==> config.mk <==
export PLATFORM = sky130hd
export DESIGN_NAME = light_gate_length_meter
export DESIGN_NICKNAME = d
export VERILOG_FILES = /design/src/hw/rtl/lglm_pkg.sv /design/src/hw/rtl/light_gate_length_meter.sv /design/src/hw/rtl/lglm_ctrl.sv /design/src/hw/rtl/lglm_dp.sv
export SDC_FILE = /design/constraint.sdc
export NUM_CORES = 1
export LEC_CHECK = 0
export ABC_CLOCK_PERIOD_IN_PS = 5200
export BUFFER_PORTS_ARGS = -buffer_cell sky130_fd_sc_hd__buf_2
export CAP_MARGIN = 20
export CORE_ASPECT_RATIO = 0.5
export CORE_MARGIN = 3
export CORE_UTILIZATION = 62
export DETAILED_ROUTE_END_ITERATION = 10
export PLACE_DENSITY = 0.88
export SYNTH_ARGS = -nofsm -noshare
export SYNTH_HDL_FRONTEND = slang
export SYNTH_SLANG_ARGS = --single-unit
==> constraint.sdc <==
create_clock -name clk_i -period 5.2 [get_ports clk_i]
set_input_delay 0 -clock clk_i [delete_from_list [all_inputs] [get_ports clk_i]]
set_output_delay 0 -clock clk_i [all_outputs]
set_load 0.01 [all_outputs]
==> src/hw/rtl/lglm_pkg.sv <==
// Shared types and constants of the light gate length meter.
// Used by lglm_ctrl, lglm_dp and light_gate_length_meter; depends on nothing.

package lglm_pkg;

  localparam int unsigned OpW     = 2;
  localparam int unsigned LevelW  = 10;
  localparam int unsigned StampW  = 32;
  localparam int unsigned SizeW   = 16;
  localparam int unsigned DivW    = 16;
  localparam int unsigned PhaseW  = 2;
  localparam int unsigned CfgIdxW = 1;
  localparam int unsigned CfgW    = 16;

  // Stream payload widths, padded to whole bytes.
  localparam int unsigned InDataW  = 48;
  localparam int unsigned OutDataW = 16;

  localparam int unsigned StepCntW = $clog2(StampW);

  localparam logic [OpW-1:0] OP_SAMPLE = 2'd0;
  localparam logic [OpW-1:0] OP_PAUSE  = 2'd1;
  localparam logic [OpW-1:0] OP_RESUME = 2'd2;

  localparam logic [PhaseW-1:0] PHASE_IDLE      = 2'd0;
  localparam logic [PhaseW-1:0] PHASE_MEASURING = 2'd1;
  localparam logic [PhaseW-1:0] PHASE_HELD      = 2'd2;

  localparam logic [CfgIdxW-1:0] CFG_LIGHT_THRESHOLD = 1'd0;
  localparam logic [CfgIdxW-1:0] CFG_MS_PER_UNIT     = 1'd1;

  localparam logic [LevelW-1:0] THRESHOLD_RESET = 10'd500;
  localparam logic [DivW-1:0]   MS_PER_UNIT_RESET = 16'd100;

  localparam logic [SizeW-1:0] SIZE_MAX = '1;

  // Commands from the controller to the datapath.
  typedef struct packed {
    logic accept;
    logic div_step;
    logic div_finish;
  } dp_cmd_t;

  // Status from the datapath to the controller.
  typedef struct packed {
    logic stop_hit;
  } dp_status_t;

endpackage

==> src/hw/rtl/light_gate_length_meter.sv <==
// Light gate length meter: an item is taken on a handshake and its result is
// offered on the output stream in the next cycle; the output register frees
// as soon as the result transfer happens, so items can follow every cycle
// unless the output stalls. A sample that stops timing also runs the 32-step
// restoring divider and a rounding step, blocking the input until both end.
// Reset (rst_ni low, async) sets idle and defaults; result and divider regs have none.

module light_gate_length_meter (
  input  logic                              clk_i,
  input  logic                              rst_ni,
  input  logic                              cfg_we_i,
  input  logic [lglm_pkg::CfgIdxW-1:0]      cfg_idx_i,
  input  logic [lglm_pkg::CfgW-1:0]         cfg_wdata_i,
  input  logic                              s_axis_tvalid,
  output logic                              s_axis_tready,
  // [9:0] light_level, [41:10] now_ms, [47:42] zero
  input  logic [lglm_pkg::InDataW-1:0]      s_axis_tdata,
  // [1:0] operation
  input  logic [lglm_pkg::OpW-1:0]          s_axis_tuser,
  output logic                              m_axis_tvalid,
  input  logic                              m_axis_tready,
  // [15:0] object_size
  output logic [lglm_pkg::OutDataW-1:0]     m_axis_tdata,
  // [0] object_valid
  output logic                              m_axis_tuser
);

  lglm_pkg::dp_cmd_t    cmd;
  lglm_pkg::dp_status_t status;
  logic [lglm_pkg::SizeW-1:0] object_size;

  lglm_ctrl u_ctrl (
    .clk_i       (clk_i),
    .rst_ni      (rst_ni),
    .in_valid_i  (s_axis_tvalid),
    .in_ready_o  (s_axis_tready),
    .out_valid_o (m_axis_tvalid),
    .out_ready_i (m_axis_tready),
    .cmd_o       (cmd),
    .status_i    (status)
  );

  lglm_dp u_dp (
    .clk_i          (clk_i),
    .rst_ni         (rst_ni),
    .cfg_we_i       (cfg_we_i),
    .cfg_idx_i      (cfg_idx_i),
    .cfg_wdata_i    (cfg_wdata_i),
    .operation_i    (s_axis_tuser),
    .light_level_i  (s_axis_tdata[lglm_pkg::LevelW-1:0]),
    .now_ms_i       (s_axis_tdata[lglm_pkg::LevelW +: lglm_pkg::StampW]),
    .cmd_i          (cmd),
    .status_o       (status),
    .object_valid_o (m_axis_tuser),
    .object_size_o  (object_size)
  );

  assign m_axis_tdata = object_size;

endmodule

==> src/hw/rtl/lglm_ctrl.sv <==
// Controller of the light gate length meter: input/output handshake and the
// sequencing of the bit-serial divider. Depends on lglm_pkg.

module lglm_ctrl (
  input  logic                  clk_i,
  input  logic                  rst_ni,
  input  logic                  in_valid_i,
  output logic                  in_ready_o,
  output logic                  out_valid_o,
  input  logic                  out_ready_i,
  output lglm_pkg::dp_cmd_t     cmd_o,
  input  lglm_pkg::dp_status_t  status_i
);

  localparam logic [1:0] ST_IDLE = 2'd0;
  localparam logic [1:0] ST_DIV  = 2'd1;
  localparam logic [1:0] ST_FIN  = 2'd2;

  logic [1:0]                      state_q, state_d;
  logic [lglm_pkg::StepCntW-1:0]   cnt_q, cnt_d;
  logic                            out_vld_q, out_vld_d;
  logic                            accept;

  assign in_ready_o  = (state_q == ST_IDLE) && (!out_vld_q || out_ready_i);
  assign accept      = in_valid_i && in_ready_o;
  assign out_valid_o = out_vld_q;

  always_comb begin
    state_d          = state_q;
    cnt_d            = cnt_q;
    cmd_o.accept     = accept;
    cmd_o.div_step   = 1'b0;
    cmd_o.div_finish = 1'b0;

    unique case (state_q)
      ST_IDLE: begin
        if (accept && status_i.stop_hit) begin
          state_d = ST_DIV;
          cnt_d   = '0;
        end
      end
      ST_DIV: begin
        cmd_o.div_step = 1'b1;
        cnt_d          = cnt_q + 1'b1;
        if (cnt_q == '1) begin
          state_d = ST_FIN;
        end
      end
      ST_FIN: begin
        cmd_o.div_finish = 1'b1;
        state_d          = ST_IDLE;
      end
      default: begin
        state_d = ST_IDLE;
      end
    endcase
  end

  // Every accepted item yields exactly one result transfer.
  always_comb begin
    out_vld_d = out_vld_q;
    if (accept) begin
      out_vld_d = 1'b1;
    end else if (out_ready_i) begin
      out_vld_d = 1'b0;
    end
  end

  always_ff @(posedge clk_i or negedge rst_ni) begin
    if (!rst_ni) begin
      state_q   <= ST_IDLE;
      cnt_q     <= '0;
      out_vld_q <= 1'b0;
    end else begin
      state_q   <= state_d;
      cnt_q     <= cnt_d;
      out_vld_q <= out_vld_d;
    end
  end

endmodule

==> src/hw/rtl/lglm_dp.sv <==
// Datapath of the light gate length meter: configuration registers, gate
// phase, time stamps, restoring divider and result register. Depends on lglm_pkg.

module lglm_dp (
  input  logic                             clk_i,
  input  logic                             rst_ni,
  input  logic                             cfg_we_i,
  input  logic [lglm_pkg::CfgIdxW-1:0]     cfg_idx_i,
  input  logic [lglm_pkg::CfgW-1:0]        cfg_wdata_i,
  input  logic [lglm_pkg::OpW-1:0]         operation_i,
  input  logic [lglm_pkg::LevelW-1:0]      light_level_i,
  input  logic [lglm_pkg::StampW-1:0]      now_ms_i,
  input  lglm_pkg::dp_cmd_t                cmd_i,
  output lglm_pkg::dp_status_t             status_o,
  output logic                             object_valid_o,
  output logic [lglm_pkg::SizeW-1:0]       object_size_o
);

  logic [lglm_pkg::LevelW-1:0] thr_q;
  logic [lglm_pkg::DivW-1:0]   div_q;
  logic [lglm_pkg::PhaseW-1:0] phase_q, phase_d;
  logic [lglm_pkg::StampW-1:0] start_q, start_d;
  logic [lglm_pkg::StampW-1:0] pause_q, pause_d;
  logic [lglm_pkg::SizeW-1:0]  held_q, held_d;
  logic [lglm_pkg::StampW-1:0] quo_q, quo_d;
  logic [lglm_pkg::DivW-1:0]   rem_q, rem_d;
  logic                        ovld_q, ovld_d;
  logic [lglm_pkg::SizeW-1:0]  osize_q, osize_d;

  logic                        is_sample;
  logic [lglm_pkg::DivW:0]     rem_sh;
  logic                        ge;
  logic [lglm_pkg::DivW:0]     rem_sub;
  logic                        round_up;
  logic [lglm_pkg::StampW:0]   quo_rnd;
  logic [lglm_pkg::SizeW-1:0]  size_fin;

  assign is_sample = (operation_i == lglm_pkg::OP_SAMPLE);
  assign status_o.stop_hit = is_sample && (phase_q == lglm_pkg::PHASE_MEASURING)
                             && (light_level_i > thr_q);

  // One quotient bit per step; the remainder stays below the divisor while it is nonzero and unchanged.
  assign rem_sh  = {rem_q, quo_q[lglm_pkg::StampW-1]};
  assign ge      = rem_sh >= {1'b0, div_q};
  assign rem_sub = rem_sh - {1'b0, div_q};

  assign round_up = {rem_q, 1'b0} > {1'b0, div_q};
  assign quo_rnd  = {1'b0, quo_q} + {{lglm_pkg::StampW{1'b0}}, round_up};
  always_comb begin
    if (div_q == '0 || quo_rnd > {{(lglm_pkg::StampW + 1 - lglm_pkg::SizeW){1'b0}},
                                  lglm_pkg::SIZE_MAX}) begin
      size_fin = lglm_pkg::SIZE_MAX;
    end else begin
      size_fin = quo_rnd[lglm_pkg::SizeW-1:0];
    end
  end

  always_comb begin
    phase_d = phase_q;
    start_d = start_q;
    pause_d = pause_q;
    held_d  = held_q;
    quo_d   = quo_q;
    rem_d   = rem_q;
    ovld_d  = ovld_q;
    osize_d = osize_q;

    if (cmd_i.accept) begin
      ovld_d  = 1'b0;
      osize_d = '0;
      case (operation_i)
        lglm_pkg::OP_SAMPLE: begin
          if (phase_q == lglm_pkg::PHASE_MEASURING) begin
            if (status_o.stop_hit) begin
              phase_d = lglm_pkg::PHASE_HELD;
              quo_d   = now_ms_i - start_q;
              rem_d   = '0;
            end
          end else if (phase_q == lglm_pkg::PHASE_HELD) begin
            ovld_d  = 1'b1;
            osize_d = held_q;
            held_d  = '0;
            phase_d = lglm_pkg::PHASE_IDLE;
          end else begin
            phase_d = lglm_pkg::PHASE_IDLE;
            if (light_level_i != '0 && light_level_i < thr_q) begin
              start_d = now_ms_i;
              phase_d = lglm_pkg::PHASE_MEASURING;
            end
          end
        end
        lglm_pkg::OP_PAUSE: begin
          pause_d = now_ms_i;
        end
        lglm_pkg::OP_RESUME: begin
          start_d = start_q + (now_ms_i - pause_q);
        end
        default: begin
        end
      endcase
    end

    if (cmd_i.div_step) begin
      quo_d = {quo_q[lglm_pkg::StampW-2:0], ge};
      rem_d = ge ? rem_sub[lglm_pkg::DivW-1:0] : rem_sh[lglm_pkg::DivW-1:0];
    end

    if (cmd_i.div_finish) begin
      held_d = size_fin;
    end
  end

  always_ff @(posedge clk_i or negedge rst_ni) begin
    if (!rst_ni) begin
      thr_q   <= lglm_pkg::THRESHOLD_RESET;
      div_q   <= lglm_pkg::MS_PER_UNIT_RESET;
      phase_q <= lglm_pkg::PHASE_IDLE;
      start_q <= '0;
      pause_q <= '0;
      held_q  <= '0;
    end else begin
      if (cfg_we_i) begin
        unique case (cfg_idx_i)
          lglm_pkg::CFG_LIGHT_THRESHOLD: thr_q <= cfg_wdata_i[lglm_pkg::LevelW-1:0];
          lglm_pkg::CFG_MS_PER_UNIT:     div_q <= cfg_wdata_i[lglm_pkg::DivW-1:0];
          default: begin
          end
        endcase
      end
      phase_q <= phase_d;
      start_q <= start_d;
      pause_q <= pause_d;
      held_q  <= held_d;
    end
  end

  always_ff @(posedge clk_i) begin
    quo_q   <= quo_d;
    rem_q   <= rem_d;
    ovld_q  <= ovld_d;
    osize_q <= osize_d;
  end

  assign object_valid_o = ovld_q;
  assign object_size_o  = osize_q;

endmodule
==> metrics.cfg, run 1 <==
[outcome]
status = finished, violations left
violations = negative hold slack

[final_layout]
nNetsFinal = 1822
seq_area_um2 = 4866
nFillCells = 1467
multi_input_area_um2 = 7639
fin_area_um2 = 15130
drive_gt1_share_pct = 10.69
final_core_util_pct = 72.62
areaGrowthSynthToFinish_pct = 13.47
fin_cells = 1911

[synthesis]
synth-main-ff-cell = dfrtp_1
synth_nets = 1702
synth_edf_count = 65
syn_area_um2 = 13330
ys_top_cells_by_area = dfrtp_1 (20%), edfxtp_1 (15%), ha_1 (8.7%), nand2_1 (5.0%), fa_1 (5.0%)
syn_avg_cell_area_um2 = 8.866
synth_top_area_share_pct = 20.08
synthArstFlopShare_pct = 64.09
synthCells = 1504
synth_top_area_cell = dfrtp_1
synth-seq-area-share_pct = 36.49
yosys_warnings = 0
synth_cell_types = 72
synth-seq-cells = 181

[drt]
topRoutingLayerUsed = met4
dr.pass1.iters = 6
wl_met2_mm = 15.44
drt-met1-wl_mm = 14.64
antenna_left = 0
route.detailed.wl_per_inst_um = 17.73
route.detailed.drc = 0
met3_length_mm = 2.876
routed_wl_mm = 33.88
drt-vias-per-instance = 6.118
drt_iter0_drc = 1200
vias = 11691

[place]
port_buffers = 84
gp_congestion = 0.9379
dp_hpwl_mm = 23.99
dp.cells = 1822
placed_area_um2 = 14000
post-place-ws_ns = 0.7448

[worst_setup_path]
critical_path_arrival_ns = 4.84
critPathKind = reg -> reg
worst_setup_path_end_kind = register
cp-start-kind = register
worstPathRequired_ns = 5.51
path_max_fanout = 16

[power_and_ir_drop]
p_leak_nw = 6.976
fin_total_pwr_mw = 11.54
p_per_area_nw_per_um2 = 762.6
peakVddDrop_v = 0.0003501

[clock_network]
cts.path.max_buffers = 2
cts_num_sinks = 181
cts_tree = built
cts_made_buffers = 17
cts-htree-levels = 4
clk_latency_ns = 0.46
cts_resized = 0
clkTransAtPathRegs_ns = 0.08
root_buffer = clkbuf_16

[grt]
grt_pass1_vias = 11469
antenna_found_initial = 1
gr-total-overflow = 0
grt_max_degree = 65
track_usage_pct = 30.06
grt_pass1_wl_mm = 56.03

[timing]
whs_ns = -0.01592
final_hold_viol_count = 1
setup_tns_ns = 0
tightest_slew_ns = 0.8968
setup_viol = 0
period_share_pct = 87.14
period_needed_ns = 4.531
worst_slack_ns = 0.6689
rsz0062_at_grt = no
timing.fmax_mhz = 220.7
relSlewSlack_pct = 40.00
maxSlewViolCount = 0
skew_ns = 0.01378

[floorplan]
die_w_um = 213.4
dieArea_um2 = 23410
boundaryPins = 91
rows = 37
core_um2 = 20830
fp.dieH_um = 109.7
start_util_pct = 64.01

[run]
cap_violations = 0

[hold_path]
hold_class = in -> reg

-- Yosys cell counts, drive strengths merged, types with 9 or more instances --
| cell type | instances |
|---|---|
| mux2 | 21 |
| a31oi | 16 |
| inv | 175 |
| nor2 | 92 |
| o21a | 15 |
| and3 | 9 |
| and2 | 21 |
| xor2 | 32 |
| dfrtp | 107 |
| a21o | 37 |
| edfxtp | 65 |
| ha | 93 |
| clkbuf | 43 |
| o21ai | 139 |
| nand2b | 20 |
| dfstp | 9 |
| fa | 33 |
| nand4 | 27 |
| nand3 | 24 |
| mux2i | 14 |
| a211oi | 14 |
| o211ai | 21 |
| nor3 | 24 |
| nor2b | 17 |
| nand2 | 178 |
| xnor2 | 55 |
| or3 | 9 |
| o31ai | 10 |
| a21oi | 98 |
-- critical path: stages (launching register included) --
cell      delay, ns
dfstp_2        0.56
inv_1          0.05
ha_1           0.35
a21oi_1        0.16
o21bai_1       0.08
a211o_1        0.29
a211oi_1       0.25
nor3_1         0.07
or4_1          0.49
o21a_1         0.18
ha_1           0.25
nand4_1        0.14
nor4_1         0.10
a311oi_1       0.32
a31oi_1        0.07
a21oi_1        0.13
nand4_1        0.10
a211oi_1       0.21
a31o_2         0.41
o211ai_1       0.15
-- logic make-up (layout without fill, tap and decap cells) --
| group | count (synthesis) | in the layout | share of synthesized area, % |
|---|---|---|---|
| AO/OA/AOI/OAI | 404 | 404 | 19.22 |
| flip-flops | 181 | 181 | 36.49 |
| AND/OR/NAND/NOR | 447 | 447 | 15.69 |
| buffers and inverters | 224 | 357 | 6.381 |
| other | 0 | 1 | 0 |
| adder cells (fa/ha/maj) | 126 | 126 | 13.68 |
| multiplexers | 35 | 35 | 2.824 |
| XOR/XNOR | 87 | 87 | 5.715 |
-- timing repair --
action,in CTS,in global routing
endpoints found under the hold margin,139,2
buffers inserted,0,0
hold buffers,53,1
-- routing by layer --
| metal | vias to the layer above | GRT usage (%) |
|---|---|---|
| met5 | - | 0 |
| met3 | 98 | 6.613 |
| met4 | 0 | 10.03 |
| met2 | 556 | 49.08 |
| li1 | 5487 | - |
| met1 | 5550 | 40.38 |
-- cells in the final DEF (no fill, tap or decap), types with 13 or more instances in the layout --
| cell type | synthesis | routed |
|---|---|---|
| inv_1 | 175 | 175 |
| o21a_1 | 14 | 14 |
| o21ai_1 | 31 | 31 |
| mux2i_1 | 14 | 14 |
| nand4_1 | 27 | 27 |
| clkbuf_16 | 0 | 18 |
| xnor2_1 | 55 | 55 |
| edfxtp_1 | 65 | 65 |
| nand3_1 | 24 | 24 |
| a31oi_1 | 16 | 16 |
| and2_1 | 21 | 21 |
| nand2b_1 | 20 | 19 |
| nor3_1 | 24 | 24 |
| nor2_1 | 92 | 92 |
| nor2b_1 | 17 | 16 |
| o211ai_1 | 20 | 20 |
| a21o_1 | 37 | 37 |
| a211oi_1 | 13 | 13 |
| ha_1 | 93 | 93 |
| fa_1 | 33 | 33 |
| dfrtp_1 | 107 | 107 |
| nand2_1 | 178 | 177 |
| xor2_1 | 32 | 32 |
| mux2_2 | 21 | 21 |
| buf_2 | 2 | 83 |
| o21ai_0 | 106 | 106 |
| a21oi_1 | 97 | 97 |
| dlygate4sd3_1 | 0 | 54 |
-- power by group --
part           total, mW  switching, mW  internal (mW)
Combinational       7.59           4.53           3.06
Clock               1.30          0.603          0.698
Sequential          2.65          0.455           2.19
-- worst paths after layout --
check                                    start            endpoint  slack [ns]  cells after the start
worst min-delay path                  cfg_we_i       u_dp.thr_q[1]       -0.02                      4
worst max register to register   u_dp.div_q[2]      u_dp.held_q[7]        0.67                     19
worst max-delay path             u_dp.div_q[2]      u_dp.held_q[7]        0.67                     19
min in group asynchronous               rst_ni  u_ctrl.out_valid_o        0.17                      2
worst min register to register  u_dp.held_q[9]      u_dp.held_q[9]        0.50                      2
max in group asynchronous               rst_ni    u_dp.pause_q[22]        3.71                      3
-- registers in the layout, summed over array words and instances, names as in the netlist --
register             count
u_dp.div_q              16
u_dp.phase_q             2
u_ctrl.out_valid_o       1
u_dp.object_valid_o      1
u_dp.start_q            32
u_dp.rem_q              16
u_dp.held_q             16
u_dp.pause_q            32
u_dp.thr_q              10
u_dp.object_size_o      16
u_ctrl.cnt_q             5
u_ctrl.state_q           2
u_dp.quo_q              32
-- layout make-up --
cell class	instances	area share (%)
Clock inverter	12	0.7691
Tap cell	273	2.258
Multi-Input combinational cell	1099	50.49
Clock buffer	20	3.027
Antenna cell	1	0.01654
Inverter	176	4.367
Sequential cell	181	32.16
Timing Repair Buffer	149	6.914
(Power assumes the default switching activity.)
==> run 2: changes to the inputs <==
REMOVE_ABC_BUFFERS = 1   (was default)
==> run 2 against run 1 <==
The run now ends clean. Wire length increased by 2.2%. Largest cell class unchanged. Maximum frequency shrank 0.52%. Die area unchanged. Utilization is 0.054 points lower. First-iteration DRC count rose by 17%. Design area barely moved.
==> metrics.cfg, run 2 (same netlist as run 1, synthesis figures left out) <==
[outcome]
status = complete, no violations

[floorplan]
dieArea_um2 = 23410  ; unchanged
core_um2 = 20830  ; unchanged
boundaryPins = 91  ; unchanged
fp.dieH_um = 109.7  ; unchanged
start_util_pct = 64.01  ; unchanged
rows = 37  ; unchanged
die_w_um = 213.4  ; unchanged

[timing]
rsz0062_at_grt = no
relSlewSlack_pct = 27.38  ; -13 points
setup_viol = 0  ; unchanged
setup_tns_ns = 0  ; unchanged
tightest_slew_ns = 1.085  ; +0.1884 ns
period_needed_ns = 4.555  ; +0.02359 ns
final_hold_viol_count = 0  ; -1
timing.fmax_mhz = 219.6  ; -0.52%
period_share_pct = 87.59  ; +0.45 points
maxSlewViolCount = 0  ; unchanged
skew_ns = 0.009033  ; -0.004746 ns

[worst_setup_path]
worstReg2RegEnd = u_dp.held_q[3]
cp_slowest_cell = or4b_1
r2r_setup_slack_ns = 0.65  ; -0.02 ns
worstPathRequired_ns = 5.49  ; -0.02 ns
path_common_cell = nand4_1
reg2reg_depth = 16  ; -3
cp-start-kind = register
critPathKind = reg -> reg
path_max_fanout = 16  ; unchanged
path_cells = ha_1, nand4_1, or4b_1, nor3_1, or4_1, o21a_1, ha_1, nand4_1, nor4_1, nand3_1, o21a_1, o21ai_0, nand4_1, a211oi_1, a31o_2, o211ai_1
worst_setup_path_end_kind = register
critPathMaxStageDelay_ns = 0.55  ; about the same
critical_path_arrival_ns = 4.84  ; about the same
r2r_start = u_dp.rem_q[12]

[power_and_ir_drop]
p_leak_nw = 6.969  ; -0.10%
peakVddDrop_v = 0.0003467  ; -0.98%
p_per_area_nw_per_um2 = 759.8  ; -0.37%

[clock_network]
cts_tree = built
cts-htree-levels = 4  ; unchanged
clkTransAtPathRegs_ns = 0.07  ; about the same
clk_latency_ns = 0.45  ; about the same
root_buffer = clkbuf_16
cts_made_buffers = 17  ; unchanged
cts_resized = 0  ; unchanged
cts_num_sinks = 181  ; unchanged
cts.path.max_buffers = 2  ; unchanged

[hold_path]
hold_depth = 3  ; -1
hp-start = cfg_we_i
hold_class = in -> reg
min_to = u_dp.thr_q[0]

[grt]
grt_pass1_wl_mm = 55.46  ; -1.0%
grt_pass1_vias = 11477  ; +0.070%
gr-total-overflow = 0  ; unchanged
track_usage_pct = 29.67  ; -0.39 points
antenna_found_initial = 0  ; -1
grt_max_degree = 68  ; +4.6%

[drt]
wl_met2_mm = 16.29  ; +5.5%
drt-met1-wl_mm = 15.02  ; +2.5%
route.detailed.drc = 0  ; unchanged
drt_iter0_drc = 1404  ; +17%
met3_length_mm = 2.370  ; -18%
antenna_left = 0  ; unchanged
topRoutingLayerUsed = met4
dr.pass1.iters = 5  ; -1
route.detailed.wl_per_inst_um = 18.15  ; +2.4%
vias = 11875  ; +1.6%
routed_wl_mm = 34.64  ; +2.2%
drt-vias-per-instance = 6.224  ; +1.7%

[place]
gp_congestion = 1.008  ; +7.4%
port_buffers = 84  ; unchanged
placed_area_um2 = 13990  ; about the same
dp_hpwl_mm = 23.94  ; -0.19%

[final_layout]
fin_area_um2 = 15120  ; about the same
areaGrowthSynthToFinish_pct = 13.38  ; about the same
layout_common_cells = nand2_1 (177), inv_1 (175), dfrtp_1 (107)
largestRegisters = u_dp.pause_q: 32 flops, u_dp.quo_q: 32 flops, u_dp.start_q: 32 flops
antenna_cells = 0  ; -1
nNetsFinal = 1820  ; -0.11%
drive_gt1_share_pct = 10.70  ; +0.013 points
layout_commonest_cell = nand2_1

[run]
cap_violations = 0  ; unchanged

==> run 2: cell count changes in the layout (fill, tap and decap cells not counted) <==
cell           previous run  this run
clkbuf_8                  0         2
nand2b_2                  1         2
nand2b_1                 19        18
inv_6                     5         1
diode_2                   1         0
buf_4                    12        11
dlygate4sd3_1            54        52
clkinv_2                  2         1
clkbuf_1                  2         3
clkinv_4                  0         2
clkbuf_4                  0         1
==> run 2: layer usage <==
layer  vias to the layer above  global-route usage [%]
li1                       5486                       -
met1                      5729                   39.04
met2                       563                   49.47
met3                        97                   4.932
met4                         0                   12.39
met5                         -                       0
==> run 2: report_power, final <==
part           switching, mW  total, mW  internal (mW)
Clock                  0.597       1.32          0.721
Sequential             0.460       2.65           2.19
Combinational           4.46       7.52           3.05
Total                   5.52       11.5           5.97
==> run 2: how the worst max path moves through the flow <==
stage                              start         endpoint  cells past startpoint
after floorplan            u_dp.div_q[2]  u_dp.held_q[10]                     17
after global placement     u_dp.div_q[2]   u_dp.held_q[2]                     17
after detailed placement   u_dp.div_q[2]   u_dp.held_q[3]                     17
after CTS                  u_dp.div_q[2]   u_dp.held_q[3]                     17
after global routing      u_dp.div_q[12]   u_dp.held_q[3]                     17
final                     u_dp.rem_q[12]   u_dp.held_q[3]                     16
==> run 2: worst max-delay path: cells and delay by family (launching register included) <==
family	cells	cell delay [ns]
AND/OR/NAND/NOR	8	2.01
AO/OA/AOI/OAI	6	1.29
adder cells (fa/ha/maj)	2	0.70
flip-flops	1	0.42
==> run 2: area by class of cell <==
type,count,area (µm²)
Clock inverter,9,93.84
Tap cell,273,341.6
Inverter,176,660.6
Multi-Input combinational cell,1099,7641
Sequential cell,181,4866
Timing Repair Buffer,147,1026
Clock buffer,23,489.2
Fill cell,1405,5714
==> run 2: repair_timing <==
action,in CTS,in global routing
setup buffers,0,0
hold buffers,51,1
endpoints found under the hold margin,142,1
==> run 2: metrics by stage <==
step	hold WS [ns]	power, mW	setup WS [ns]	cells	util (%)
2_1_floorplan	-0.2956	8.205	1.310	1456	-
3_3_place_gp	0.1570	9.426	0.9045	1821	67.17
3_5_place_dp	0.1689	9.793	0.7604	1821	67.17
4_1_cts	0.03652	11.26	0.6931	1904	72.41
5_1_grt	0.06819	12.34	0.4015	1908	72.57
6_report	0.07364	11.49	0.6453	1908	72.57
